==> src/hdl/fspd_pkg.sv <==
// Shared types, constants and defaults for the Floyd-Steinberg palette ditherer.
package fspd_pkg;

    // Default values for the top-level parameters
    localparam int PALETTE_SIZE_DEFAULT = 8;
    localparam int LINE_MAX_DEFAULT     = 2048;
    localparam int FRAC_BITS_DEFAULT    = 4;

    // Fixed field and register widths
    localparam int CHAN_W      = 8;
    localparam int INDEX_W     = 3;
    localparam int PAIR_COUNT  = 4;
    localparam int PAIR_W      = 48;
    localparam int ENTRY_W     = 24;
    localparam int COUNT_W     = 4;
    localparam int WIDTH_W     = 12;
    localparam int HEIGHT_W    = 16;
    localparam int CFG_INDEX_W = 3;
    localparam int CMP_W       = 16;

    // Register reset values
    localparam logic [COUNT_W-1:0]  PALETTE_COUNT_RESET = COUNT_W'(8);
    localparam logic [WIDTH_W-1:0]  IMAGE_WIDTH_RESET   = WIDTH_W'(640);
    localparam logic [HEIGHT_W-1:0] IMAGE_HEIGHT_RESET  = HEIGHT_W'(480);

    typedef logic [PAIR_COUNT-1:0][PAIR_W-1:0] palette_t;

    // Configuration register indexes
    typedef enum logic [CFG_INDEX_W-1:0] {
        CFG_PAIR_0,
        CFG_PAIR_1,
        CFG_PAIR_2,
        CFG_PAIR_3,
        CFG_PALETTE_COUNT,
        CFG_IMAGE_WIDTH,
        CFG_IMAGE_HEIGHT
    } cfg_reg_t;

    // Controller states
    typedef enum logic [2:0] {
        ST_IDLE,
        ST_SUM,
        ST_SEARCH,
        ST_ERR,
        ST_FINISH
    } state_t;

    // Commands from controller to datapath
    typedef struct packed {
        logic load;
        logic sum;
        logic step;
        logic err;
        logic finish;
    } dp_cmd_t;

    // Status from datapath to controller
    typedef struct packed {
        logic search_done;
        logic out_free;
    } dp_status_t;

endpackage

==> src/hdl/fspd_cfg.sv <==
// Configuration register bank: palette pairs, palette count and image size.
module fspd_cfg (
    input  logic                                 aclk,
    input  logic                                 aresetn,
    input  logic                                 cfg_valid,
    output logic                                 cfg_ready,
    input  logic [fspd_pkg::CFG_INDEX_W-1:0]     cfg_index,
    input  logic [fspd_pkg::PAIR_W-1:0]          cfg_data,
    output fspd_pkg::palette_t                   palette_pairs,
    output logic [fspd_pkg::COUNT_W-1:0]         palette_count,
    output logic [fspd_pkg::WIDTH_W-1:0]         image_width,
    output logic [fspd_pkg::HEIGHT_W-1:0]        image_height
);

    fspd_pkg::palette_t                  pal_reg;
    logic [fspd_pkg::COUNT_W-1:0]        count_reg;
    logic [fspd_pkg::WIDTH_W-1:0]        width_reg;
    logic [fspd_pkg::HEIGHT_W-1:0]       height_reg;

    // Always take writes
    assign cfg_ready = 1'b1;

    // Decode and store register writes; drop unknown indexes
    always_ff @(posedge aclk) begin
        if (!aresetn) begin
            pal_reg    <= '0;
            count_reg  <= fspd_pkg::PALETTE_COUNT_RESET;
            width_reg  <= fspd_pkg::IMAGE_WIDTH_RESET;
            height_reg <= fspd_pkg::IMAGE_HEIGHT_RESET;
        end else if (cfg_valid) begin
            unique case (fspd_pkg::cfg_reg_t'(cfg_index))
                fspd_pkg::CFG_PAIR_0:        pal_reg[0] <= cfg_data;
                fspd_pkg::CFG_PAIR_1:        pal_reg[1] <= cfg_data;
                fspd_pkg::CFG_PAIR_2:        pal_reg[2] <= cfg_data;
                fspd_pkg::CFG_PAIR_3:        pal_reg[3] <= cfg_data;
                fspd_pkg::CFG_PALETTE_COUNT: count_reg  <= cfg_data[fspd_pkg::COUNT_W-1:0];
                fspd_pkg::CFG_IMAGE_WIDTH:   width_reg  <= cfg_data[fspd_pkg::WIDTH_W-1:0];
                fspd_pkg::CFG_IMAGE_HEIGHT:  height_reg <= cfg_data[fspd_pkg::HEIGHT_W-1:0];
                default: ;
            endcase
        end
    end

    assign palette_pairs = pal_reg;
    assign palette_count = count_reg;
    assign image_width   = width_reg;
    assign image_height  = height_reg;

endmodule

==> config.mk <==
export PLATFORM = sky130hd
export DESIGN_NAME = fspd_cfg
export DESIGN_NICKNAME = d
export VERILOG_FILES = /design/src/hdl/fspd_pkg.sv /design/src/hdl/fspd_cfg.sv
export SDC_FILE = /design/constraint.sdc
export NUM_CORES = 1
export LEC_CHECK = 0
export ABC_AREA = 1
export BUFFER_PORTS_ARGS = -buffer_cell sky130_fd_sc_hd__buf_2
export CAP_MARGIN = 5
export CORE_MARGIN = 2
export CORE_UTILIZATION = 45
export CTS_CLUSTER_DIAMETER = 150
export CTS_CLUSTER_SIZE = 24
export DETAILED_ROUTE_END_ITERATION = 10
export MAX_ROUTING_LAYER = met4
export PLACE_DENSITY = 0.78
export SKIP_CTS_REPAIR_TIMING = 1
export SLEW_MARGIN = 20
export SYNTH_ARGS = -nofsm -noshare
export SYNTH_HDL_FRONTEND = slang
export SYNTH_SLANG_ARGS = --single-unit
==> constraint.sdc <==
create_clock -name aclk -period 2.8 [get_ports aclk]
set_input_delay 0.42 -clock aclk [delete_from_list [all_inputs] [get_ports aclk]]
set_output_delay 0.42 -clock aclk [all_outputs]
set_load 0.01 [all_outputs]
==> metrics list <==
* Share of power burned in registers: 55.8%
- Clock-pin slew was measured on the worst setup and hold paths at 100 ps.
* HP Start: cfg_data[6]
- Counting instances, the worst hold path has a depth of 3.
* Net Count, Synth: 1334
* Pwr/cell area: 560 nW/um^2
* Chip Width: 144 um
- Critical path, cell by cell: buf_2 -> nand2_1 -> clkinv_1 -> nand2_1 -> nand2_1 -> nand3_1
* Highest-count cells in the layout ignoring fill and taps: nor2_1 (436), buf_2 (276), nand2_1 (238), nand3_1 (224), dfxtp_1 (224)
- Setup Skew: 0 ps
* TritonCTS clock tree: done
- Synth Cell Area: 8830 um^2
- Timing analysis after detailed placement gives a worst setup slack of 820 ps.
- Clock network latency to the later pin of the worst-skew pair: 460 ps
- IO Port Bufs: 277
- The clock net in this run drives a total of 224 sinks.
* Post-synthesis cell count: 1280
* Chip height: 144 um
- Signed area change from the synthesized netlist to the final layout: 21.5%
* Part of the cycle the worst path needs: 54.3%
* DR vias: 8782
- At the end of the flow, the number of nets in the layout was 1550.
- Number of iterations in the first detailed-routing pass: 5
- DR vias/cell: 4.99
* Post-route worst setup slack: 1280 ps
* Data required time at the worst endpoint: 3210 ps
- Maximum buffer depth of the clock tree: 3
- The internal portion of the total power is 4.40 mW.
- The worst-case IR drop observed on VDD is 461 uV.
* Core footprint: 19300 um^2
- Dividing the detail-routed wire length by the instance count gives 15.2 um.
- Area fraction of the dominant cell type after synthesis: 50.8%
- Setup repair after global routing left no endpoint under its margin.
- The max-slew violation count is 0.
- Share of total power in combinational logic: 12.6%
- WS Path Type: input port to flip-flop
- Counting I/O delays and the setup requirement, the final critical path takes 1520 ps.
- For the pin with the worst max-slew slack, the measured transition is 788 ps.
- Max_slew headroom: 47.3%
- Main area contributors after synthesis: dfxtp_1 (51%), nor2_1 (19%), nand3_1 (13%), nand2_1 (10%), buf_2 (2.4%)
* Number of core rows: 51
- Number of antenna violations at the first check in global routing: 0
- Starting density of the core: 45.7%
- Area of all placed cells without fillers: 10700 um^2
- The biggest area contributor in the post-synthesis netlist is dfxtp_1.
- Critical Path Source Type: input port
* Portion of total power attributed to the clock network: 31.6%
* Wire length of the first global-routing pass: 40500 um
- For this run, the register share of the synthesized area comes to 50.8%.
- The die covers 20800 um^2.
- The number of clock buffers added by TritonCTS is 13.
- For this block, the initial DRC count from the detailed router was 524.
- Root buffer cell: clkbuf_16
- Maximum number of pins on one net before global-route repair: 109
* Max incr delay on CP: 650 ps
* Beginning of the worst register-to-register path: palette_pairs[77]
* H-tree depth: 1
- The synthesized netlist contains 14 unique library cells.
- In this run the critical register-to-register path is captured at palette_pairs[77].
- Across every metal layer, demand over resource in global routing totals 25.1%.
- Placed wire-length estimate: 17900 um
* Net switching component of the power: 1.61 mW
- Placed instance area: 10400 um^2
- On the final layout, the worst hold slack is 180 ps.
* Antenna Diode Count: 0
- The setup check on the worst reg-to-reg path leaves a slack of 2170 ps.
- Leaving out fill and tap cells, the most frequent cell in the layout is nor2_1.
* Switching share of power: 26.7%
* Fmax achieved: 658 MHz
- The Yosys step of the flow raised 0 warnings.
* Leakage dissipation: 5.35 nW
- DRC violations left: 0
- #FFs+latches synth: 224
* Total length of routed wires: 26700 um
- Total negative slack: 0 ps
- Setup Viol. Count Final: 0
- By instance count, the cell type seen most on the critical path is nand2_1.
- 279 I/O pins were placed.
* Post-Place Cells: 1746
* Remaining Overflow, GRT: 0
- The count of final hold-check violations was 0.
* Routability-driven placement congestion ratio: 0.834
- Leaving out filler cells and counting taps, the final layout contains 1760.
* Class of the most critical hold timing path: input port to flip-flop
- Among all stages on the critical path, the largest delay is contributed by clkinv_1.
* Count of fill cells added during filler insertion: 1899
* Worst reg2reg path depth: 2
- STA classifies the critical path endpoint as a flip-flop.
- Top fanout value on the critical path: 27
- Cells with a size suffix above 1 make up 21.4% of the layout.
- Mean Syn Cell Area: 6.90 um^2
* Hold-critical path endpoint: image_height[6]
* Final ANT Viol Nets: 0
- The run finished with clean final reports.
- Data on the critical path arrives at its endpoint at 1930 ps.
- MaxCap Viol Count: 0
* Via count of the first global-routing pass: 7884
==> through the flow <==
stage	power, mW	utilization (%)
2_1_floorplan	3.89	-
3_3_place_gp	4.17	53.7
3_5_place_dp	4.18	53.7
4_1_cts	6.04	55.5
5_1_grt	6.25	55.5
6_report	6.01	55.5
==> cell families (layout without fill, tap and decap cells) <==
group           Yosys count  in the layout  synth area share (%)
buf+inv                 147            362                  7.33
flops                   224            224                  50.8
other cells               1              1                0.0425
simple gates            907            907                  41.8
compound gates            1              1                0.0566
==> worst max path at each step <==
stage | startpoint | end | slack [ps] | cells after the start
after floorplan | cfg_valid | palette_pairs[185] | 1500 | 7
after global placement | cfg_index[2] | image_height[5] | 870 | 6
after detailed placement | cfg_index[2] | image_height[5] | 820 | 6
after CTS | cfg_index[2] | image_height[5] | 1310 | 6
after global routing | cfg_index[2] | image_width[6] | 1190 | 6
final | cfg_index[2] | image_height[5] | 1280 | 6
==> worst max-delay path, delay by kind of cell <==
family / cells / cell delay (ps)
AND/OR/NAND/NOR: 4 / 730
buffers and inverters: 2 / 780
==> synthesized netlist by cell type <==
| cell | number |
|---|---|
| nand2_1 | 238 |
| inv_2 | 3 |
| buf_2 | 43 |
| nor2_1 | 443 |
| conb_1 | 1 |
| clkbuf_1 | 25 |
| buf_1 | 14 |
| buf_4 | 11 |
| inv_1 | 50 |
| dfxtp_1 | 224 |
| nor2_2 | 2 |
| clkinv_1 | 1 |
| o21ai_0 | 1 |
| nand3_1 | 224 |
==> state kept, by name (all words and copies together), names as in the netlist <==
| signal | flops |
|---|---|
| image_height | 16 |
| palette_pairs | 192 |
| palette_count | 4 |
| image_width | 12 |
==> power groups by stage <==
stage / clock network (mW) / logic [mW] / registers [mW]
2_1_floorplan: 0 / 0.414 / 3.48
3_3_place_gp: 0 / 0.743 / 3.42
3_5_place_dp: 0 / 0.756 / 3.43
4_1_cts: 1.93 / 0.757 / 3.35
5_1_grt: 2.04 / 0.844 / 3.37
6_report: 1.90 / 0.759 / 3.35
==> final cells by class <==
| class | instances | area [um^2] | share of cell area (%) |
|---|---|---|---|
| flip-flops and latches | 224 | 4480 | 41.8 |
| multi-input cells | 909 | 3760 | 35.0 |
| clock buffers | 13 | 325 | 3.03 |
| inverters | 54 | 203 | 1.89 |
| clock inverters | 1 | 16.3 | 0.152 |
| well taps | 265 | 332 | 3.09 |
| repair buffers | 294 | 1610 | 15.0 |
==> routing by layer <==
metal / vias to the layer above / global-route usage, % / wire length (um)
met4: 0 / 8.77 / 958
met2: 370 / 40.8 / 12400
met1: 3991 / 31.2 / 11200
met3: 56 / 5.00 / 2140
li1: 4365 / - / -
met5: - / - / 0
Power figures use the tool's default switching activity.
