===== src/hdl/fspd_pkg.sv =====
// Shared types, constants and defaults for the Floyd-Steinberg palette ditherer.
package fspd_pkg;

    // Default values for the top-level parameters
    localparam int PALETTE_SIZE_DEFAULT = 8;
    localparam int LINE_MAX_DEFAULT     = 2048;
    localparam int FRAC_BITS_DEFAULT    = 4;

    // Fixed field and register widths
    localparam int CHAN_W      = 8;
    localparam int INDEX_W     = 3;
    localparam int PAIR_COUNT  = 4;
    localparam int PAIR_W      = 48;
    localparam int ENTRY_W     = 24;
    localparam int COUNT_W     = 4;
    localparam int WIDTH_W     = 12;
    localparam int HEIGHT_W    = 16;
    localparam int CFG_INDEX_W = 3;
    localparam int CMP_W       = 16;

    // Register reset values
    localparam logic [COUNT_W-1:0]  PALETTE_COUNT_RESET = COUNT_W'(8);
    localparam logic [WIDTH_W-1:0]  IMAGE_WIDTH_RESET   = WIDTH_W'(640);
    localparam logic [HEIGHT_W-1:0] IMAGE_HEIGHT_RESET  = HEIGHT_W'(480);

    typedef logic [PAIR_COUNT-1:0][PAIR_W-1:0] palette_t;

    // Configuration register indexes
    typedef enum logic [CFG_INDEX_W-1:0] {
        CFG_PAIR_0,
        CFG_PAIR_1,
        CFG_PAIR_2,
        CFG_PAIR_3,
        CFG_PALETTE_COUNT,
        CFG_IMAGE_WIDTH,
        CFG_IMAGE_HEIGHT
    } cfg_reg_t;

    // Controller states
    typedef enum logic [2:0] {
        ST_IDLE,
        ST_SUM,
        ST_SEARCH,
        ST_ERR,
        ST_FINISH
    } state_t;

    // Commands from controller to datapath
    typedef struct packed {
        logic load;
        logic sum;
        logic step;
        logic err;
        logic finish;
    } dp_cmd_t;

    // Status from datapath to controller
    typedef struct packed {
        logic search_done;
        logic out_free;
    } dp_status_t;

endpackage


===== src/hdl/fspd_ctrl.sv =====
// Controller state machine: sequences one pixel through sum, search, error and finish.
module fspd_ctrl (
    input  logic                   aclk,
    input  logic                   aresetn,
    input  logic                   s_valid,
    output logic                   s_ready,
    input  fspd_pkg::dp_status_t   status,
    output fspd_pkg::dp_cmd_t      cmd
);

    fspd_pkg::state_t state_reg;
    fspd_pkg::state_t state_next;

    // Hold the state
    always_ff @(posedge aclk) begin
        if (!aresetn) begin
            state_reg <= fspd_pkg::ST_IDLE;
        end else begin
            state_reg <= state_next;
        end
    end

    // Next state and commands
    always_comb begin
        state_next = state_reg;
        cmd        = '0;
        s_ready    = 1'b0;
        unique case (state_reg)
            fspd_pkg::ST_IDLE: begin
                s_ready = 1'b1;
                if (s_valid) begin
                    cmd.load   = 1'b1;
                    state_next = fspd_pkg::ST_SUM;
                end
            end
            fspd_pkg::ST_SUM: begin
                cmd.sum    = 1'b1;
                state_next = fspd_pkg::ST_SEARCH;
            end
            fspd_pkg::ST_SEARCH: begin
                if (status.search_done) begin
                    state_next = fspd_pkg::ST_ERR;
                end else begin
                    cmd.step = 1'b1;
                end
            end
            fspd_pkg::ST_ERR: begin
                cmd.err    = 1'b1;
                state_next = fspd_pkg::ST_FINISH;
            end
            fspd_pkg::ST_FINISH: begin
                if (status.out_free) begin
                    cmd.finish = 1'b1;
                    state_next = fspd_pkg::ST_IDLE;
                end
            end
            default: begin
                state_next = fspd_pkg::ST_IDLE;
            end
        endcase
    end

endmodule


===== config.mk =====
export PLATFORM = sky130hd
export DESIGN_NAME = fspd_ctrl
export DESIGN_NICKNAME = d
export VERILOG_FILES = /design/src/hdl/fspd_pkg.sv /design/src/hdl/fspd_ctrl.sv
export SDC_FILE = /design/constraint.sdc
export NUM_CORES = 1
export LEC_CHECK = 0
export ABC_AREA = 1
export BUFFER_PORTS_ARGS = -buffer_cell sky130_fd_sc_hd__buf_4
export CAP_MARGIN = 10
export CORE_AREA = 2 2 39 41
export DETAILED_ROUTE_END_ITERATION = 8
export DIE_AREA = 0 0 41 43
export GPL_TIMING_DRIVEN = 0
export SYNTH_ARGS = -nofsm -noshare
export SYNTH_HDL_FRONTEND = slang
export SYNTH_SLANG_ARGS = --single-unit

===== constraint.sdc =====
create_clock -name aclk -period 1.1 [get_ports aclk]
set_clock_uncertainty 0.15 [all_clocks]
set_input_delay 0.11 -clock aclk [delete_from_list [all_inputs] [get_ports aclk]]
set_output_delay 0.11 -clock aclk [all_outputs]
set_load 0.01 [all_outputs]

==> results of run 1 <==
[stage by stage]
step / area [sq um] / setup TNS, ps / setup WS [ps] / hold WS (ps)
floorplan: 169 / 0 / 27.9 / 110
global placement: 264 / 0 / 28.8 / 212
finish: 347 / -674 / -150 / 57.5
global route: 347 / -1110 / -203 / 69.1
CTS: 339 / -676 / -173 / 56.0
detailed placement: 264 / 0 / 23.7 / 219
[critical path: cells and delay by family, from the launching register on]
kind / cells / cell delay, ps
buf+inv: 1 / 160
flops: 1 / 340
simple gates: 1 / 260
[per-layer routing]
metal / vias to the layer above / GRT usage, % / wire length (microns)
li1: 119 / - / -
met1: 100 / 5.75 / 156
met2: 4 / 10.9 / 260
met3: 0 / 3.14 / 21
met4: 0 / 8.00 / 0
met5: - / 0 / 0
[synth_stat cells (all sizes together)]
cell / number
dfxtp: 3
inv: 9
nand4: 1
nand2: 2
nor4: 1
nand3b: 1
nand3: 4
nor2: 4
a21oi: 2
[kinds of logic after synthesis]
family	count (synthesis)
simple gates	13
flops	3
compound gates	2
buf+inv	9
[report_power, final]
part | internal (mW) | switching, mW
combinational | 0.102 | 0.0830
sequential | 0.128 | 0.0243
clock | 0.136 | 0.0537
[repair_timing]
action	in CTS	in global routing
gates resized for setup	10	0
cloned	0	0
buffers inserted	2	1
pin swaps	1	1
endpoints found under the hold margin	3	0
hold buffers	1	0
endpoints found under the setup margin	6	7
[how the worst min path moves through the flow]
stage / endpoint / slack (ps) / cells past startpoint
floorplan: state_reg[0] / 110 / 2
global placement: state_reg[0] / 210 / 3
detailed placement: state_reg[0] / 220 / 3
CTS: state_reg[2] / 60 / 4
global route: state_reg[2] / 70 / 4
finish: state_reg[2] / 60 / 4
[layout make-up]
class	count	area (sq um)	share of cell area, %
clock buffers	4	26.3	7.58
inverters	9	33.8	9.75
multi-input cells	15	88.8	25.6
flip-flops and latches	3	66.3	19.1
well taps	16	20.0	5.78
repair buffers	14	111	32.1
==> results.py, run 1 <==
metrics = {
    "outcome": {
        "status": "finished with violations",
        "violations": "negative setup slack",
    },
    "logic_synthesis": {
        "seq_area_frac_synth_pct": 35.6,
        "synthSimpleGateAreaFrac_pct": 38.5,
        "syn_area_per_cell_sq_um": 6.26,
        "ys_warn_count": 0,
        "synth-xor-area-share_pct": 0,
        "muxShareOfSynthArea_pct": 0,
        "synth_top_family_by_area": "simple AND/OR/NAND/NOR gates",
        "synthAdderAreaFrac_pct": 0,
        "ys_types": 11,
        "ys_ff_latch": 3,
        "synth_compound_area_share_pct": 5.93,
        "synth_top_cells_by_area": "dfxtp_1 (36%), inv_1 (18%), nand3_1 (12%)",
        "synth_area_sq_um": 169,
        "synth_top_area_share_pct": 35.6,
        "syn_nets": 32,
        "syn_inst": 27,
        "yosysTopAreaCell": "dfxtp_1",
    },
    "floorplan": {
        "ioPinCount": 11,
        "start_util_pct": 12.2,
        "die_area_sq_mm": 0.00176,
        "die_x_microns": 41,
        "die_y_microns": 43,
        "core_sq_mm": 0.00138,
        "row_count": 14,
    },
    "route": {
        "post_drt_wl_per_cell_microns": 7.18,
        "drcViolationCount": 0,
        "routed-via-count": 223,
        "vias_per_cell": 3.66,
        "drtIter0Drc": 5,
        "routed_wl_microns": 438,
        "firstDrtPassIters": 2,
        "ant_nets": 0,
    },
    "sta": {
        "tightestPinTransition_ps": 189,
        "fin_crit_sh_pct": 114,
        "hold_viol": 0,
        "fmaxAchievable_mhz": 800,
        "setup_viol": 7,
        "rsz0062_at_grt": "true",
        "fin_crit_ps": 1250,
        "final_max_slew_viol_count": 0,
        "setup_slack_ps": -150,
        "timing.slew.headroom_pct": 87.3,
    },
    "global_route": {
        "grt_pass1_wl_microns": 786,
        "first_global_vias": 221,
        "grt_max_degree": 7,
        "antenna_found_initial": 0,
        "gr-total-overflow": 0,
        "grt_usage_pct": 7.11,
    },
    "cells_and_area": {
        "final_core_util_pct": 25.0,
        "final_common_cell": "buf_4",
        "syn2layout_area_growth_pct": 105,
        "largest_register_ff_count": 3,
        "fin_cells": 61,
        "fillCellCount": 174,
        "final_cell_mix": "buf_4 (12), inv_1 (6), nand3_1 (4)",
        "drive_gt1_share_pct": 55.6,
        "num_antenna_cells": 0,
        "layout.nets": 51,
    },
    "clocking": {
        "clockBufferDepth": 2,
        "cts_max_level": 1,
        "clk_latency_ps": 230,
        "clkTransAtPathRegs_ps": 40,
        "cts_tree": "done",
        "cts_sinks": 3,
        "cts-buffers-inserted": 3,
        "clockRootBuffer": "clkbuf_4",
    },
    "setup_path": {
        "ff2ff_path_depth": 6,
        "cp_max_fo": 5,
        "cp-endpoint": "cmd[0]",
        "r2r_end": "state_reg[0]",
        "critPathSlowestCell": "dfxtp_2",
        "setup.worst_path.class": "reg2out",
        "crit_path_start_kind": "flip-flop",
        "cp_cell_sequence": "nor4_2, buf_4",
        "r2r_slack_ps": -100,
        "crit_required_ps": 840,
        "crit_path_start": "state_reg[0]",
        "max_stage_delay_ps": 340,
        "cp.arrival_ps": 990,
        "r2r_start": "state_reg[2]",
        "crit_path_end_kind": "output port",
    },
    "placed_design": {
        "gp_congestion": 0.640,
        "placed_cells": 53,
        "port_buffers": 10,
    },
    "pwr": {
        "power_mw": 0.527,
        "ir_drop_mv": 0.431,
        "p_leak_nw": 0.188,
        "powerDensity_mw_per_mm2": 1520,
    },
    "run": {
        "max-cap-violations": 0,
    },
    "worst_hold_path": {
        "min_from": "status[0]",
        "hp-class": "in2reg",
    },
}
Note: power is estimated with default switching activity, not from simulation.
==> run 2: changes to the inputs <==
- clock period: 1.1 -> 1.25 ns (I/O delays scaled with it)
==> results.py, run 2 (synthesized netlist as in run 1, its figures left out) <==
metrics = {
    "global_route": {
        "gr-total-overflow": 0,
        "antenna_found_initial": 0,
        "grt_max_degree": 7,
        "grt_pass1_wl_microns": 690,
        "first_global_vias": 198,
        "grt_usage_pct": 6.41,
    },
    "pwr": {
        "p_leak_nw": 0.175,
        "power_mw": 0.440,
        "ir_drop_mv": 0.384,
        "powerDensity_mw_per_mm2": 1400,
    },
    "cells_and_area": {
        "fillCellCount": 173,
        "num_antenna_cells": 0,
        "syn2layout_area_growth_pct": 86.7,
        "final_cell_area_sq_um": 315,
        "final_cell_mix": "buf_4 (11), inv_1 (7), nand3_1 (4)",
        "final_common_cell": "buf_4",
        "drive_gt1_share_pct": 50.0,
        "largest_register_ff_count": 3,
        "layout.nets": 48,
        "fin_cells": 58,
    },
    "route": {
        "routed-via-count": 210,
        "drcViolationCount": 0,
        "vias_per_cell": 3.62,
        "drtIter0Drc": 4,
        "routed_wl_microns": 404,
        "ant_nets": 0,
        "post_drt_wl_per_cell_microns": 6.97,
        "firstDrtPassIters": 2,
    },
    "floorplan": {
        "row_count": 14,
        "die_area_sq_mm": 0.00176,
        "ioPinCount": 11,
        "die_y_microns": 43,
        "core_sq_mm": 0.00138,
        "start_util_pct": 12.2,
        "die_x_microns": 41,
    },
    "clocking": {
        "clk_latency_ps": 230,
        "cts-buffers-inserted": 3,
        "cts_max_level": 1,
        "cts_sinks": 3,
        "clockRootBuffer": "clkbuf_4",
        "clkTransAtPathRegs_ps": 40,
        "clockBufferDepth": 2,
        "cts_hold_buf": 0,
        "cts_tree": "done",
    },
    "run": {
        "max-cap-violations": 0,
    },
    "placed_design": {
        "dpl_cell_area_sq_um": 264,
        "placed_cells": 53,
        "gp_congestion": 0.640,
        "port_buffers": 10,
    },
    "setup_path": {
        "crit_path_start_kind": "flip-flop",
        "cp_cell_sequence": "nor4_2, buf_4",
        "crit_required_ps": 980,
        "max_stage_delay_ps": 340,
        "critPathSlowestCell": "dfxtp_2",
        "cp.arrival_ps": 990,
        "crit_path_start": "state_reg[0]",
        "r2r_start": "state_reg[2]",
        "crit_path_end_kind": "output port",
        "cp_max_fo": 5,
        "setup.worst_path.class": "reg2out",
    },
    "sta": {
        "fin_crit_ps": 1260,
        "timing.slew.headroom_pct": 87.3,
        "rsz0062_at_grt": "true",
        "fin_crit_sh_pct": 101,
        "tightestPinTransition_ps": 188,
        "setup_viol": 1,
        "final_max_slew_viol_count": 0,
        "setup_slack_ps": -14.3,
        "hold_viol": 0,
        "fmaxAchievable_mhz": 791,
    },
    "worst_hold_path": {
        "min_from": "aresetn",
        "hp-class": "in2reg",
    },
    "outcome": {
        "status": "finished with violations",
        "violations": "negative setup slack",
    },
}
-- run 2: changes by cell type in the layout (fill, tap and decap cells not counted) --
| cell | change |
|---|---|
| buf_6 | -1 |
| dlygate4sd3_1 | -1 |
| nand2_2 | -1 |
| buf_4 | -1 |
| inv_1 | +1 |
| inv_2 | -1 |
| nand2_1 | +1 |
-- run 2: final cells by class --
class                           count  area, sq um  area share (%)
Clock buffer                        4         26.3            8.33
Inverter                            9         33.8            10.7
Multi-Input combinational cell     15         86.3            27.4
Sequential cell                     3         66.3            21.0
Tap cell                           16         20.0            6.35
Timing Repair Buffer               11         82.6            26.2
-- run 2: where the power goes --
group	leakage [nW]	total, mW	internal [mW]	switching [mW]
Clock	0.0150	0.167	0.119	0.0473
Combinational	0.134	0.139	0.0742	0.0652
Sequential	0.0261	0.134	0.113	0.0217
Total	0.175	0.440	0.306	0.134
-- run 2: stage by stage --
step                      TNS [ps]  setup WS, ps  hold slack [ps]  utilization [%]
final                        -14.3         -14.3             4.31             22.8
after global routing          -173         -67.8             31.3             22.8
after CTS                    -37.7         -37.7             8.73             22.6
after detailed placement         0           159              234             19.1
after global placement           0           164              227             19.1
after floorplan                  0           163              125                -
-- run 2: per-layer routing --
metal  track usage (%)  share of wire [%]  vias up
li1                  -                  -      114
met1              4.79                 34       92
met2              9.69                 60        4
met3              3.14                5.4        0
met4              8.00                  0        0
met5                 0                  0        -
-- run 2: what timing repair did --
action	CTS	global route
resized for setup	5	2
buffers inserted	1	0
pin swaps	1	0
setup endpoints to repair	5	6
-- run 2: path summary, 6_finish.rpt --
kind / slack (ps) / end / cells past startpoint
worst max-delay path: -10 / cmd[0] / 2
worst min-delay path: 4 / state_reg[0] / 3
worst max register to register: 220 / state_reg[0] / 5
worst min register to register: 360 / state_reg[1] / 2
-- run 2: worst max-delay path, delay by kind of cell, from the launching register on --
kind                   cells  cell delay [ps]
and+or+nand+nor            1              260
DFF                        1              340
buffers and inverters      1              160
==> run 3: changes to the inputs <==
- BUFFER_PORTS_ARGS: -buffer_cell sky130_fd_sc_hd__buf_4 -> not set
- DONT_BUFFER_PORTS: not set -> 1
==> results.py, run 3 (synthesized netlist as in run 1, its figures left out) <==
metrics = {
    "global_route": {
        "grt_max_degree": 7,
        "gr-total-overflow": 0,
        "antenna_found_initial": 0,
        "grt_usage_pct": 6.51,
        "grt_pass1_wl_microns": 655,
        "first_global_vias": 173,
    },
    "setup_path": {
        "r2r_slack_ps": 90,
        "max_stage_delay_ps": 360,
        "cp_cell_sequence": "nor2_4, nand2_2, nor2_4",
        "crit_path_start_kind": "flip-flop",
        "cp.arrival_ps": 970,
        "crit_path_end_kind": "output port",
        "setup.worst_path.class": "reg2out",
        "cp_max_fo": 5,
        "crit_required_ps": 980,
        "critPathSlowestCell": "dfxtp_4",
        "cpMostUsedCell": "nor2_4",
    },
    "clocking": {
        "clockRootBuffer": "clkbuf_4",
        "cts-buffers-inserted": 3,
        "cts_sinks": 3,
        "cts_max_level": 1,
        "clockBufferDepth": 2,
        "cts_tree": "done",
        "clkTransAtPathRegs_ps": 40,
        "clk_latency_ps": 230,
    },
    "floorplan": {
        "die_area_sq_mm": 0.00176,
        "ioPinCount": 11,
        "die_x_microns": 41,
        "core_sq_mm": 0.00138,
        "start_util_pct": 12.2,
        "row_count": 14,
        "die_y_microns": 43,
    },
    "sta": {
        "final_max_slew_viol_count": 0,
        "hold_viol": 0,
        "rsz0062_at_grt": "true",
        "setup_viol": 0,
        "tightestPinTransition_ps": 272,
        "fin_crit_sh_pct": 99.5,
        "fin_crit_ps": 1240,
        "holdWs_ps": 9.61,
        "fmaxAchievable_mhz": 804,
        "setup_slack_ps": 6.18,
        "timing.slew.headroom_pct": 81.7,
    },
    "cells_and_area": {
        "multiInputGateArea_sq_um": 105,
        "syn2layout_area_growth_pct": 59.3,
        "final_common_cell": "inv_1",
        "fillCellCount": 168,
        "largest_register_ff_count": 3,
        "final_cell_mix": "inv_1 (6), nand3_1 (4), inv_2 (3), clkbuf_4 (3)",
        "layout.nets": 39,
        "drive_gt1_share_pct": 42.4,
        "register_area_sq_um": 66.3,
        "num_antenna_cells": 0,
        "final_core_util_pct": 19.4,
        "final_cell_area_sq_um": 269,
    },
    "route": {
        "vias_per_cell": 3.92,
        "ant_nets": 0,
        "firstDrtPassIters": 1,
        "routed_wl_microns": 422,
        "drcViolationCount": 0,
        "drtIter0Drc": 0,
        "routed-via-count": 192,
        "post_drt_wl_per_cell_microns": 8.61,
    },
    "placed_design": {
        "port_buffers": 0,
        "preCtsSetupSlack_ps": 61.0,
        "dpl_cell_area_sq_um": 189,
        "hpwl_microns": 331,
        "gp_congestion": 0.654,
    },
    "worst_hold_path": {
        "hp-class": "in2reg",
    },
    "pwr": {
        "p_leak_nw": 0.128,
        "power_mw": 0.417,
        "p_seq_share_pct": 33.2,
        "switching_share_pct": 34.3,
        "power.switching_mw": 0.143,
        "intPower_mw": 0.274,
        "ir_drop_mv": 0.381,
        "p_comb_share_pct": 26.3,
        "powerDensity_mw_per_mm2": 1550,
        "power_frac_clock_pct": 40.5,
    },
    "outcome": {
        "status": "complete, no violations",
    },
    "run": {
        "max-cap-violations": 0,
    },
}
-- run 3: cell types whose count changed in the layout (fill, tap and decap cells not counted) --
cell,before,now
nor2_1,3,2
nand2_2,0,1
nor4_4,0,1
inv_2,2,3
buf_4,11,1
dlygate4sd3_1,0,1
nand2_1,2,1
inv_1,7,6
nor4_2,1,0
nor2_4,1,2
-- run 3: worst max-delay path: cells and delay by family, from the launching register on --
family           cells  cell delay [ps]
and+or+nand+nor      3              380
DFF                  1              360
-- run 3: path summary, 6_finish.rpt --
check,startpoint,to,cells past startpoint
hold reg to reg,state_reg[1],state_reg[1],2
setup reg to reg,state_reg[0],state_reg[0],5
hold / removal,status[0],state_reg[2],3
setup / recovery,state_reg[0],cmd[4],3
-- run 3: per-layer routing --
layer | routed length (microns) | part of all wire [%] | vias up | GRT usage, %
li1 | - | - | 99 | -
met4 | 6 | 1.4 | 0 | 8.00
met2 | 243 | 58 | 4 | 9.06
met3 | 42 | 10 | 2 | 5.24
met1 | 130 | 31 | 87 | 4.46
met5 | 0 | 0 | - | 0
-- run 3: cell type report --
class                           instances  share of cell area (%)
Tap cell                               16                    7.44
Inverter                                9                    12.6
Multi-Input combinational cell         15                    39.1
Sequential cell                         3                    24.7
Clock buffer                            4                    9.77
Timing Repair Buffer                    2                    6.51
-- run 3: power by group through the flow --
stage / sequential, mW / combinational [mW] / clock (mW)
floorplan: 0.124 / 0.0727 / 0
global placement: 0.127 / 0.0828 / 0
detailed placement: 0.127 / 0.0842 / 0
CTS: 0.137 / 0.0945 / 0.178
global route: 0.142 / 0.121 / 0.193
finish: 0.138 / 0.110 / 0.169
-- run 3: through the flow --
stage | setup TNS [ps] | std cells
after CTS | 0 | 48
final | 0 | 49
after floorplan | 0 | 27
after global placement | 0 | 43
after global routing | -114 | 49
after detailed placement | 0 | 43
-- run 3: repair_timing --
item | 4_1_cts | 5_1_grt
endpoints found under the setup margin | 3 | 6
hold buffers | 1 | 0
resized for setup | 6 | 6
endpoints found under the hold margin | 3 | 0
pin swaps | 1 | 2
setup buffers | 0 | 1
